[src/rtl/core/assert_macros.svh]
// Assertion macros for the RTL files of the policer core.
`ifndef ASSERT_MACROS_SVH
`define ASSERT_MACROS_SVH

`ifndef SYNTHESIS

// Condition must hold at every clock edge outside reset.
`define ASSERT_ALWAYS(label, clk, rstn, cond, msg) \
    label: assert property (@(posedge clk) disable iff (!rstn) (cond)) else $error(msg);

// Consequent must hold at the same edge as the antecedent.
`define ASSERT_IMPLIES(label, clk, rstn, ante, cons, msg) \
    label: assert property (@(posedge clk) disable iff (!rstn) (ante) |-> (cons)) \
        else $error(msg);

`else

`define ASSERT_ALWAYS(label, clk, rstn, cond, msg)
`define ASSERT_IMPLIES(label, clk, rstn, ante, cons, msg)

`endif

`endif

[src/rtl/core/prp_pkg.sv]
// Shared types and constants of the packet rate policer.
`timescale 1ns / 1ps

package prp_pkg;

    // Microseconds in one second.
    localparam logic [31:0] USEC_PER_SEC = 32'd1000000;

    // Parameter defaults.
    localparam int SCALE_SHIFT_DEFAULT = 8;
    localparam int QUEUE_DEPTH_DEFAULT = 4;

    // Configuration register indexes.
    localparam int CFG_INDEX_W = 8;
    localparam logic [CFG_INDEX_W-1:0] REG_TX_ENABLE = 8'd0;
    localparam logic [CFG_INDEX_W-1:0] REG_RX_ENABLE = 8'd1;
    localparam logic [CFG_INDEX_W-1:0] REG_TX_RATE   = 8'd2;
    localparam logic [CFG_INDEX_W-1:0] REG_RX_RATE   = 8'd3;

    // One classified packet, handed from the front to the back.
    typedef struct packed {
        logic        dir;
        logic        active;
        logic        en;
        logic [31:0] reqd;
        logic [31:0] now_sec;
        logic [19:0] now_usec;
    } prp_work_t;

    // One decision, held in the result queue.
    typedef struct packed {
        logic        drop;
        logic [31:0] drops_seen;
    } prp_result_t;

endpackage

[src/rtl/core/prp_fifo.sv]
// Small first-in first-out queue with show-ahead read data.
`timescale 1ns / 1ps

module prp_fifo #(
    parameter int WIDTH = 8,
    parameter int DEPTH = 4
) (
    input  logic             clk,
    input  logic             rst_n,
    input  logic             wr_en,
    input  logic [WIDTH-1:0] wr_data,
    output logic             full,
    input  logic             rd_en,
    output logic [WIDTH-1:0] rd_data,
    output logic             empty
);
    localparam int PTR_W = (DEPTH > 1) ? $clog2(DEPTH) : 1;
    localparam int CNT_W = $clog2(DEPTH + 1);

    logic [WIDTH-1:0] slot_reg [DEPTH];
    logic [PTR_W-1:0] wr_ptr_reg;
    logic [PTR_W-1:0] wr_ptr_next;
    logic [PTR_W-1:0] rd_ptr_reg;
    logic [PTR_W-1:0] rd_ptr_next;
    logic [CNT_W-1:0] count_reg;
    logic [CNT_W-1:0] count_next;
    logic             do_wr;
    logic             do_rd;

    assign full    = (count_reg == CNT_W'(DEPTH));
    assign empty   = (count_reg == '0);
    assign do_wr   = wr_en && !full;
    assign do_rd   = rd_en && !empty;
    assign rd_data = slot_reg[rd_ptr_reg];

    // Pointer and fill count update.
    always_comb
    begin
        wr_ptr_next = wr_ptr_reg;
        rd_ptr_next = rd_ptr_reg;
        count_next  = count_reg;
        if (do_wr)
        begin
            wr_ptr_next = (wr_ptr_reg == PTR_W'(DEPTH - 1)) ? '0 : wr_ptr_reg + 1'b1;
        end
        if (do_rd)
        begin
            rd_ptr_next = (rd_ptr_reg == PTR_W'(DEPTH - 1)) ? '0 : rd_ptr_reg + 1'b1;
        end
        if (do_wr && !do_rd)
        begin
            count_next = count_reg + 1'b1;
        end
        else if (do_rd && !do_wr)
        begin
            count_next = count_reg - 1'b1;
        end
    end

    always_ff @(posedge clk or negedge rst_n)
    begin
        if (!rst_n)
        begin
            wr_ptr_reg <= '0;
            rd_ptr_reg <= '0;
            count_reg  <= '0;
        end
        else
        begin
            wr_ptr_reg <= wr_ptr_next;
            rd_ptr_reg <= rd_ptr_next;
            count_reg  <= count_next;
        end
    end

    // Entry storage needs no reset.
    always_ff @(posedge clk)
    begin
        if (do_wr)
        begin
            slot_reg[wr_ptr_reg] <= wr_data;
        end
    end

endmodule

[src/rtl/core/prp_front.sv]
// Front end: configuration registers, packet intake and required-time product.
`timescale 1ns / 1ps

module prp_front (
    input  logic                             clk,
    input  logic                             rst_n,
    input  logic                             cfg_valid,
    output logic                             cfg_ready,
    input  logic [prp_pkg::CFG_INDEX_W-1:0]  cfg_index,
    input  logic [31:0]                      cfg_data,
    input  logic                             push,
    output logic                             full,
    input  logic                             direction,
    input  logic [15:0]                      length,
    input  logic [31:0]                      now_sec,
    input  logic [19:0]                      now_usec,
    input  logic                             queue_full,
    output logic                             work_wr,
    output prp_pkg::prp_work_t               work
);
    import prp_pkg::*;

    logic        tx_enable_reg;
    logic        tx_enable_next;
    logic        rx_enable_reg;
    logic        rx_enable_next;
    logic [31:0] tx_rate_reg;
    logic [31:0] tx_rate_next;
    logic [31:0] rx_rate_reg;
    logic [31:0] rx_rate_next;
    logic [31:0] rate_sel;
    logic [47:0] product;

    assign cfg_ready = 1'b1;

    // Register writes; unknown indexes are ignored.
    always_comb
    begin
        tx_enable_next = tx_enable_reg;
        rx_enable_next = rx_enable_reg;
        tx_rate_next   = tx_rate_reg;
        rx_rate_next   = rx_rate_reg;
        if (cfg_valid)
        begin
            case (cfg_index)
                REG_TX_ENABLE: tx_enable_next = cfg_data[0];
                REG_RX_ENABLE: rx_enable_next = cfg_data[0];
                REG_TX_RATE:   tx_rate_next   = cfg_data;
                REG_RX_RATE:   rx_rate_next   = cfg_data;
                default:       tx_enable_next = tx_enable_reg;
            endcase
        end
    end

    always_ff @(posedge clk or negedge rst_n)
    begin
        if (!rst_n)
        begin
            tx_enable_reg <= 1'b0;
            rx_enable_reg <= 1'b0;
            tx_rate_reg   <= '0;
            rx_rate_reg   <= '0;
        end
        else
        begin
            tx_enable_reg <= tx_enable_next;
            rx_enable_reg <= rx_enable_next;
            tx_rate_reg   <= tx_rate_next;
            rx_rate_reg   <= rx_rate_next;
        end
    end

    // Required time is rate times length, kept to 32 bits; the queue registers it.
    assign rate_sel = direction ? tx_rate_reg : rx_rate_reg;
    assign product  = rate_sel * length;

    // Classify the item and hand it to the work queue.
    assign full    = queue_full;
    assign work_wr = push && !queue_full;

    always_comb
    begin
        work.dir      = direction;
        work.active   = (length != 16'd0);
        work.en       = direction ? tx_enable_reg : rx_enable_reg;
        work.reqd     = product[31:0];
        work.now_sec  = now_sec;
        work.now_usec = now_usec;
    end

endmodule

[src/rtl/core/prp_back.sv]
// Back end: per-direction last-send times, drop decision and drop count.
`timescale 1ns / 1ps

module prp_back #(
    parameter int SCALE_SHIFT = prp_pkg::SCALE_SHIFT_DEFAULT
) (
    input  logic                 clk,
    input  logic                 rst_n,
    input  prp_pkg::prp_work_t   work,
    input  logic                 work_valid,
    output logic                 work_take,
    input  logic                 res_full,
    output logic                 res_wr,
    output prp_pkg::prp_result_t res
);
    import prp_pkg::*;

    logic [31:0] tx_last_sec_reg;
    logic [31:0] tx_last_sec_next;
    logic [31:0] tx_last_usec_reg;
    logic [31:0] tx_last_usec_next;
    logic [31:0] rx_last_sec_reg;
    logic [31:0] rx_last_sec_next;
    logic [31:0] rx_last_usec_reg;
    logic [31:0] rx_last_usec_next;
    logic [31:0] drop_total_reg;
    logic [31:0] drop_total_next;

    logic [31:0] ls;
    logic [31:0] lu;
    logic [31:0] nusec;
    logic [31:0] sec_diff;
    logic [31:0] gap;
    logic [31:0] elapsed;
    logic [31:0] req_us;
    logic [31:0] lu_adv;
    logic        warm;
    logic        in_window;
    logic        upd;
    logic        drop_hit;
    logic [31:0] new_sec;
    logic [31:0] new_usec;

    // One item per cycle while there is room for its result.
    assign work_take = work_valid && !res_full;
    assign res_wr    = work_take;

    // Window test, elapsed time and advanced last time.
    always_comb
    begin
        ls        = work.dir ? tx_last_sec_reg : rx_last_sec_reg;
        lu        = work.dir ? tx_last_usec_reg : rx_last_usec_reg;
        nusec     = {12'd0, work.now_usec};
        warm      = (tx_last_sec_reg == '0) || (rx_last_sec_reg == '0);
        sec_diff  = work.now_sec - ls;
        in_window = (ls == work.now_sec) || ((sec_diff == 32'd1) && (nusec < lu));
        gap       = (nusec < lu) ? nusec + (USEC_PER_SEC - lu) : nusec - lu;
        elapsed   = gap << SCALE_SHIFT;
        req_us    = work.reqd >> SCALE_SHIFT;
        lu_adv    = lu + req_us;
    end

    // Decision and new last-send time.
    always_comb
    begin
        upd      = 1'b0;
        drop_hit = 1'b0;
        new_sec  = ls;
        new_usec = lu;
        if (work.active)
        begin
            if (warm)
            begin
                upd      = 1'b1;
                new_sec  = work.now_sec;
                new_usec = nusec;
            end
            else if (work.en)
            begin
                if (in_window)
                begin
                    if (elapsed < work.reqd)
                    begin
                        drop_hit = 1'b1;
                    end
                    else
                    begin
                        upd = 1'b1;
                        if (lu_adv > USEC_PER_SEC)
                        begin
                            new_usec = lu_adv - USEC_PER_SEC;
                            new_sec  = work.now_sec;
                        end
                        else
                        begin
                            new_usec = lu_adv;
                        end
                    end
                end
                else
                begin
                    // Gap too old or time went backwards: re-base.
                    upd      = 1'b1;
                    new_sec  = work.now_sec - 32'd1;
                    new_usec = nusec + req_us;
                end
            end
        end
    end

    // State update for the item taken this cycle.
    always_comb
    begin
        tx_last_sec_next  = tx_last_sec_reg;
        tx_last_usec_next = tx_last_usec_reg;
        rx_last_sec_next  = rx_last_sec_reg;
        rx_last_usec_next = rx_last_usec_reg;
        drop_total_next   = drop_total_reg;
        if (work_take && upd)
        begin
            if (work.dir)
            begin
                tx_last_sec_next  = new_sec;
                tx_last_usec_next = new_usec;
            end
            else
            begin
                rx_last_sec_next  = new_sec;
                rx_last_usec_next = new_usec;
            end
        end
        if (work_take && drop_hit)
        begin
            drop_total_next = drop_total_reg + 32'd1;
        end
    end

    always_comb
    begin
        res.drop       = drop_hit;
        res.drops_seen = drop_total_reg + {31'd0, drop_hit};
    end

    always_ff @(posedge clk or negedge rst_n)
    begin
        if (!rst_n)
        begin
            tx_last_sec_reg  <= '0;
            tx_last_usec_reg <= '0;
            rx_last_sec_reg  <= '0;
            rx_last_usec_reg <= '0;
            drop_total_reg   <= '0;
        end
        else
        begin
            tx_last_sec_reg  <= tx_last_sec_next;
            tx_last_usec_reg <= tx_last_usec_next;
            rx_last_sec_reg  <= rx_last_sec_next;
            rx_last_usec_reg <= rx_last_usec_next;
            drop_total_reg   <= drop_total_next;
        end
    end

endmodule

[src/rtl/core/packet_rate_policer_core.sv]
// An accepted item is stored in the work queue, then decided by the back end and written to the result queue.
// Throughput: one item per cycle while the result queue has room, set by the state update in the back end.
// The work queue and result queue each hold QUEUE_DEPTH items, so both sides stall alone.
// Reset clears configuration, last-send times, the drop count and both queues.
// No clearing pass is needed; the block takes items from the first edge after reset.
`timescale 1ns / 1ps
`include "assert_macros.svh"

module packet_rate_policer_core #(
    parameter int SCALE_SHIFT = prp_pkg::SCALE_SHIFT_DEFAULT,
    parameter int QUEUE_DEPTH = prp_pkg::QUEUE_DEPTH_DEFAULT
) (
    input  logic                            clk,
    input  logic                            rst_n,
    input  logic                            cfg_valid,
    output logic                            cfg_ready,
    input  logic [prp_pkg::CFG_INDEX_W-1:0] cfg_index,
    input  logic [31:0]                     cfg_data,
    input  logic                            push,
    output logic                            full,
    input  logic                            direction,
    input  logic [15:0]                     length,
    input  logic [31:0]                     now_sec,
    input  logic [19:0]                     now_usec,
    output logic                            empty,
    input  logic                            pop,
    output logic                            drop,
    output logic [31:0]                     drops_seen
);
    import prp_pkg::*;

    prp_work_t   work_in;
    prp_work_t   work_out;
    logic        work_wr;
    logic        work_full;
    logic        work_empty;
    logic        work_take;
    prp_result_t res_in;
    prp_result_t res_out;
    logic        res_wr;
    logic        res_full;

    // Front end: configuration and item intake.
    prp_front u_front (
        .clk        (clk),
        .rst_n      (rst_n),
        .cfg_valid  (cfg_valid),
        .cfg_ready  (cfg_ready),
        .cfg_index  (cfg_index),
        .cfg_data   (cfg_data),
        .push       (push),
        .full       (full),
        .direction  (direction),
        .length     (length),
        .now_sec    (now_sec),
        .now_usec   (now_usec),
        .queue_full (work_full),
        .work_wr    (work_wr),
        .work       (work_in)
    );

    // Queue between the front end and the back end.
    prp_fifo #(
        .WIDTH ($bits(prp_work_t)),
        .DEPTH (QUEUE_DEPTH)
    ) u_work_q (
        .clk     (clk),
        .rst_n   (rst_n),
        .wr_en   (work_wr),
        .wr_data (work_in),
        .full    (work_full),
        .rd_en   (work_take),
        .rd_data (work_out),
        .empty   (work_empty)
    );

    // Back end: decision and state update.
    prp_back #(
        .SCALE_SHIFT (SCALE_SHIFT)
    ) u_back (
        .clk        (clk),
        .rst_n      (rst_n),
        .work       (work_out),
        .work_valid (!work_empty),
        .work_take  (work_take),
        .res_full   (res_full),
        .res_wr     (res_wr),
        .res        (res_in)
    );

    // Result queue toward the consumer.
    prp_fifo #(
        .WIDTH ($bits(prp_result_t)),
        .DEPTH (QUEUE_DEPTH)
    ) u_res_q (
        .clk     (clk),
        .rst_n   (rst_n),
        .wr_en   (res_wr),
        .wr_data (res_in),
        .full    (res_full),
        .rd_en   (pop),
        .rd_data (res_out),
        .empty   (empty)
    );

    assign drop       = res_out.drop;
    assign drops_seen = res_out.drops_seen;

    // Every item taken from the work queue yields exactly one result.
    `ASSERT_ALWAYS(a_take_matches_result, clk, rst_n, work_take == res_wr, "take and result differ")
    // The back end never writes into a full result queue.
    `ASSERT_IMPLIES(a_no_result_overflow, clk, rst_n, res_wr, !res_full, "result queue overflow")
    // Consecutive results advance the drop count by exactly their drop flag.
    `ASSERT_IMPLIES(a_drop_count_step, clk, rst_n, res_wr && $past(res_wr), res_in.drops_seen == $past(res_in.drops_seen) + {31'd0, res_in.drop}, "drop count skipped")

endmodule

[config.mk]
export PLATFORM = sky130hd
export DESIGN_NAME = packet_rate_policer_core
export DESIGN_NICKNAME = d
export VERILOG_FILES = /design/src/rtl/core/prp_pkg.sv /design/src/rtl/core/prp_fifo.sv /design/src/rtl/core/prp_front.sv /design/src/rtl/core/prp_back.sv /design/src/rtl/core/packet_rate_policer_core.sv
export VERILOG_INCLUDE_DIRS = /design/src /design/src/rtl/core
export SDC_FILE = /design/constraint.sdc
export NUM_CORES = 2
export LEC_CHECK = 0
export ABC_AREA = 1
export BUFFER_PORTS_ARGS = -buffer_cell sky130_fd_sc_hd__buf_2
export CAP_MARGIN = 30
export CORE_ASPECT_RATIO = 0.7
export CORE_MARGIN = 2
export CORE_UTILIZATION = 40
export CTS_BUF_LIST = sky130_fd_sc_hd__clkbuf_16
export CTS_CLUSTER_DIAMETER = 40
export CTS_CLUSTER_SIZE = 25
export DETAILED_ROUTE_END_ITERATION = 10
export GPL_TIMING_DRIVEN = 0
export PLACE_DENSITY = 0.6
export SLEW_MARGIN = 5
export SYNTH_ARGS = -nofsm -noshare
export SYNTH_HDL_FRONTEND = slang
export SYNTH_SLANG_ARGS = --single-unit
[constraint.sdc]
create_clock -name clk -period 18.8 [get_ports clk]
set_clock_uncertainty 0.05 [all_clocks]
set_input_delay 2.82 -clock clk [delete_from_list [all_inputs] [get_ports clk]]
set_output_delay 2.82 -clock clk [all_outputs]
set_load 0.01 [all_outputs]
==> impl_metrics.env <==
export IMPL_first_global_vias=44728
export IMPL_detail_route_wl_per_cell_um=21.78
export IMPL_outcome="finished, final reports clean"
export IMPL_drv_slew=0
export IMPL_ff2ff_setup_slack_ns=5.30
export IMPL_flip_flop_count_of_the_largest_register_after_layout=348
export IMPL_via_per_inst=5.471
export IMPL_die_height_um=312.7
export IMPL_grtUsageTotal_pct=27.30
export IMPL_dr_wl_met2_um=70820
export IMPL_clk_pin_slew_worst_paths_ns=0.07
export IMPL_crit_buf_inv=15
export IMPL_synth_cell_types=70
export IMPL_synthCells=6691
export IMPL_synth_main_ff_cell="sky130_fd_sc_hd__edfxtp_1"
export IMPL_fmaxAchievable_mhz=74.08
export IMPL_timing_critical_path_max_delay_family="buffers and inverters"
export IMPL_grt_pass1_wl_um=286500
export IMPL_arrival_ns=13.87
export IMPL_gr_total_overflow=0
export IMPL_path_class="flop to flop"
export IMPL_min_delay_start="u_back.rx_last_usec_reg[31]"
export IMPL_globalplace_congestion=1.016
export IMPL_finalWorstPathRequiredPeriod_ns=13.50
export IMPL_synth_area_um2=54470
export IMPL_final_common_cell="sky130_fd_sc_hd__nand2_1"
export IMPL_core_region_area_um2=135400
export IMPL_starting_density_pct=40.21
export IMPL_postCtsResizedCells=0
export IMPL_place_area_um2=57970
export IMPL_final_instance_count_excl_fill=8830
export IMPL_clk_insertion_delay_late_ns=0.74
export IMPL_dieArea_um2=139200
export IMPL_ant_nets_after_route=0
export IMPL_cts_htree_levels=3
export IMPL_worstSetupStartpoint="u_work_q.rd_ptr_reg[1]"
export IMPL_yosys_area_top_type="sky130_fd_sc_hd__edfxtp_1"
export IMPL_finalHoldViolations=0
export IMPL_clkSinkCount=720
export IMPL_route_detailed_drc=0
export IMPL_ctsHoldBuffers=0
export IMPL_most_frequent_cell_on_the_critical_path="sky130_fd_sc_hd__nand2_1"
export IMPL_synth_top_cell_area_share_pct=26.46
export IMPL_antenna_found_initial=16
export IMPL_post_cts_repair_setup_buffers=0
export IMPL_synth_edf_count=480
export IMPL_post_route_period_util_pct=71.80
export IMPL_post_route_cells_drive_above_1_share_pct=9.506
export IMPL_clock_tree_buffer_depth=3
export IMPL_grt_setup_unrepaired="no"
export IMPL_critPathSlowestCell="sky130_fd_sc_hd__a32oi_1"
export IMPL_start_kind="flop"
export IMPL_grt_start_max_net_pins=91
export IMPL_met3RoutedLength_um=24830
export IMPL_worst_slew_pin_slew_ns=1.279
export IMPL_cts_buffers=90
export IMPL_io_buffer_count=137
export IMPL_cts_tree="built"
export IMPL_finish_net_count=7610
export IMPL_synth_seq_area_share_pct=37.49
export IMPL_dr_max_layer_used="met5"
export IMPL_critPathMaxStageDelay_ns=0.96
export IMPL_finish_instance_area_um2=61200
export IMPL_cts_root_buf="sky130_fd_sc_hd__clkbuf_16"
export IMPL_detail_route_first_pass_iterations=6
export IMPL_syn_area_per_cell_um2=8.140
export IMPL_timing_critical_path_to_type="flop"
export IMPL_synth_warn=0
export IMPL_hp_class="flop to flop"
export IMPL_vias=48305
export IMPL_m1WireLength_um=93790
export IMPL_timing_max_cap_violations=0
export IMPL_worstPathRequired_ns=19.17
export IMPL_wirelength_um=192300
export IMPL_placement_rows=113
export IMPL_slew_limit_headroom_pct=14.76
export IMPL_crit_reg2reg_launch="u_work_q.rd_ptr_reg[1]"
export IMPL_detail_route_iter0_violations=6076
export IMPL_nFillCells=13422
export IMPL_syn_num_nets=7341
export IMPL_ys_async_sr_fraction_pct=33.33
export IMPL_tns_ns=0
export IMPL_dp_cells=8646
export IMPL_most_common_layout_cells="sky130_fd_sc_hd__nand2_1 (1967), sky130_fd_sc_hd__inv_1 (851), sky130_fd_sc_hd__nor2_1 (484)"
export IMPL_detailed_place_hpwl_um=154100
export IMPL_ys_seq_elements=720
export IMPL_crit_path_max_fanout=10
export IMPL_report_final_setup_viol=0
export IMPL_layout_area_growth_over_synthesis_pct=12.36
export IMPL_pin_count=150
export IMPL_dieWidth_um=445.1
export IMPL_ys_top_cells_by_area="sky130_fd_sc_hd__edfxtp_1 (26%), sky130_fd_sc_hd__nand2_1 (14%), sky130_fd_sc_hd__fa_1 (12%)"
path summary, 6_finish.rpt:
| check | depth (start not counted) | endpoint |
|---|---|---|
| min | 2 | u_back.rx_last_usec_reg[31] |
| max reg2reg | 47 | u_res_q.slot_reg[0][23] |
| min reg2reg | 2 | u_back.rx_last_usec_reg[31] |
| max | 47 | u_res_q.slot_reg[0][23] |
| max in group asynchronous | 4 | u_back.tx_last_usec_reg[27] |
| min in group asynchronous | 1 | u_front.rx_rate_reg[21] |
routing by layer:
metal	up-vias	GRT usage (%)
met5	-	0.06754
met4	16	4.576
met3	208	8.735
met2	2320	34.40
met1	23526	44.61
li1	22235	-
worst reg2reg max path: cells and delay by family (launching register included):
family / cells / cell delay (ns)
buffers and inverters: 15 / 4.20
adder cells (fa/ha/maj): 3 / 1.26
AO/OA/AOI/OAI: 11 / 3.29
AND/OR/NAND/NOR: 16 / 3.06
XOR/XNOR: 2 / 0.78
flip-flops: 1 / 0.54
kinds of logic after synthesis:
family | Yosys count | synth area share (%)
and+or+nand+nor | 3143 | 24.57
buffers and inverters | 1148 | 8.346
AOI/OAI and AO/OA | 935 | 9.549
DFF | 720 | 37.49
adders and majority gates | 536 | 16.67
xor gates and xnor gates | 198 | 3.184
muxes | 10 | 0.1884
other | 1 | 0.006885
cells in the mapped netlist (44+ instances only):
| library cell | count |
|---|---|
| sky130_fd_sc_hd__a21oi_1 | 348 |
| sky130_fd_sc_hd__fa_1 | 316 |
| sky130_fd_sc_hd__nand2_1 | 1967 |
| sky130_fd_sc_hd__nor2_1 | 492 |
| sky130_fd_sc_hd__buf_2 | 59 |
| sky130_fd_sc_hd__nand4_1 | 77 |
| sky130_fd_sc_hd__inv_1 | 842 |
| sky130_fd_sc_hd__dfrtp_1 | 240 |
| sky130_fd_sc_hd__nor3_1 | 44 |
| sky130_fd_sc_hd__xor2_1 | 156 |
| sky130_fd_sc_hd__o21ai_0 | 356 |
| sky130_fd_sc_hd__clkbuf_1 | 152 |
| sky130_fd_sc_hd__edfxtp_1 | 480 |
| sky130_fd_sc_hd__or2_2 | 81 |
| sky130_fd_sc_hd__ha_1 | 220 |
| sky130_fd_sc_hd__a32oi_1 | 54 |
| sky130_fd_sc_hd__nand3_1 | 306 |
area by class of cell:
type / count / area [µm²] / area share, %
clock buffers: 92 / 2302 / 3.762
repair buffers: 177 / 1241 / 2.028
well taps: 1782 / 2230 / 3.643
clock inverters: 78 / 873.3 / 1.427
multi-input cells: 4823 / 29560 / 48.31
diodes: 10 / 25.02 / 0.04089
plain buffers: 258 / 1200 / 1.961
flip-flops and latches: 720 / 20420 / 33.37
inverters: 890 / 3346 / 5.467
stage by stage:
step	util, %	setup WS (ns)	hold WS, ns
2_1_floorplan	-	9.142	0.3912
3_5_place_dp	42.80	5.781	0.4099
3_3_place_gp	42.37	5.900	0.4059
4_1_cts	45.14	5.687	0.4262
6_report	45.18	5.302	0.4230
5_1_grt	45.17	4.553	0.4378
Power is left out: the tool's default activity adds up to more than one toggle a clock period on the data nets, which glitch-free logic cannot reach.
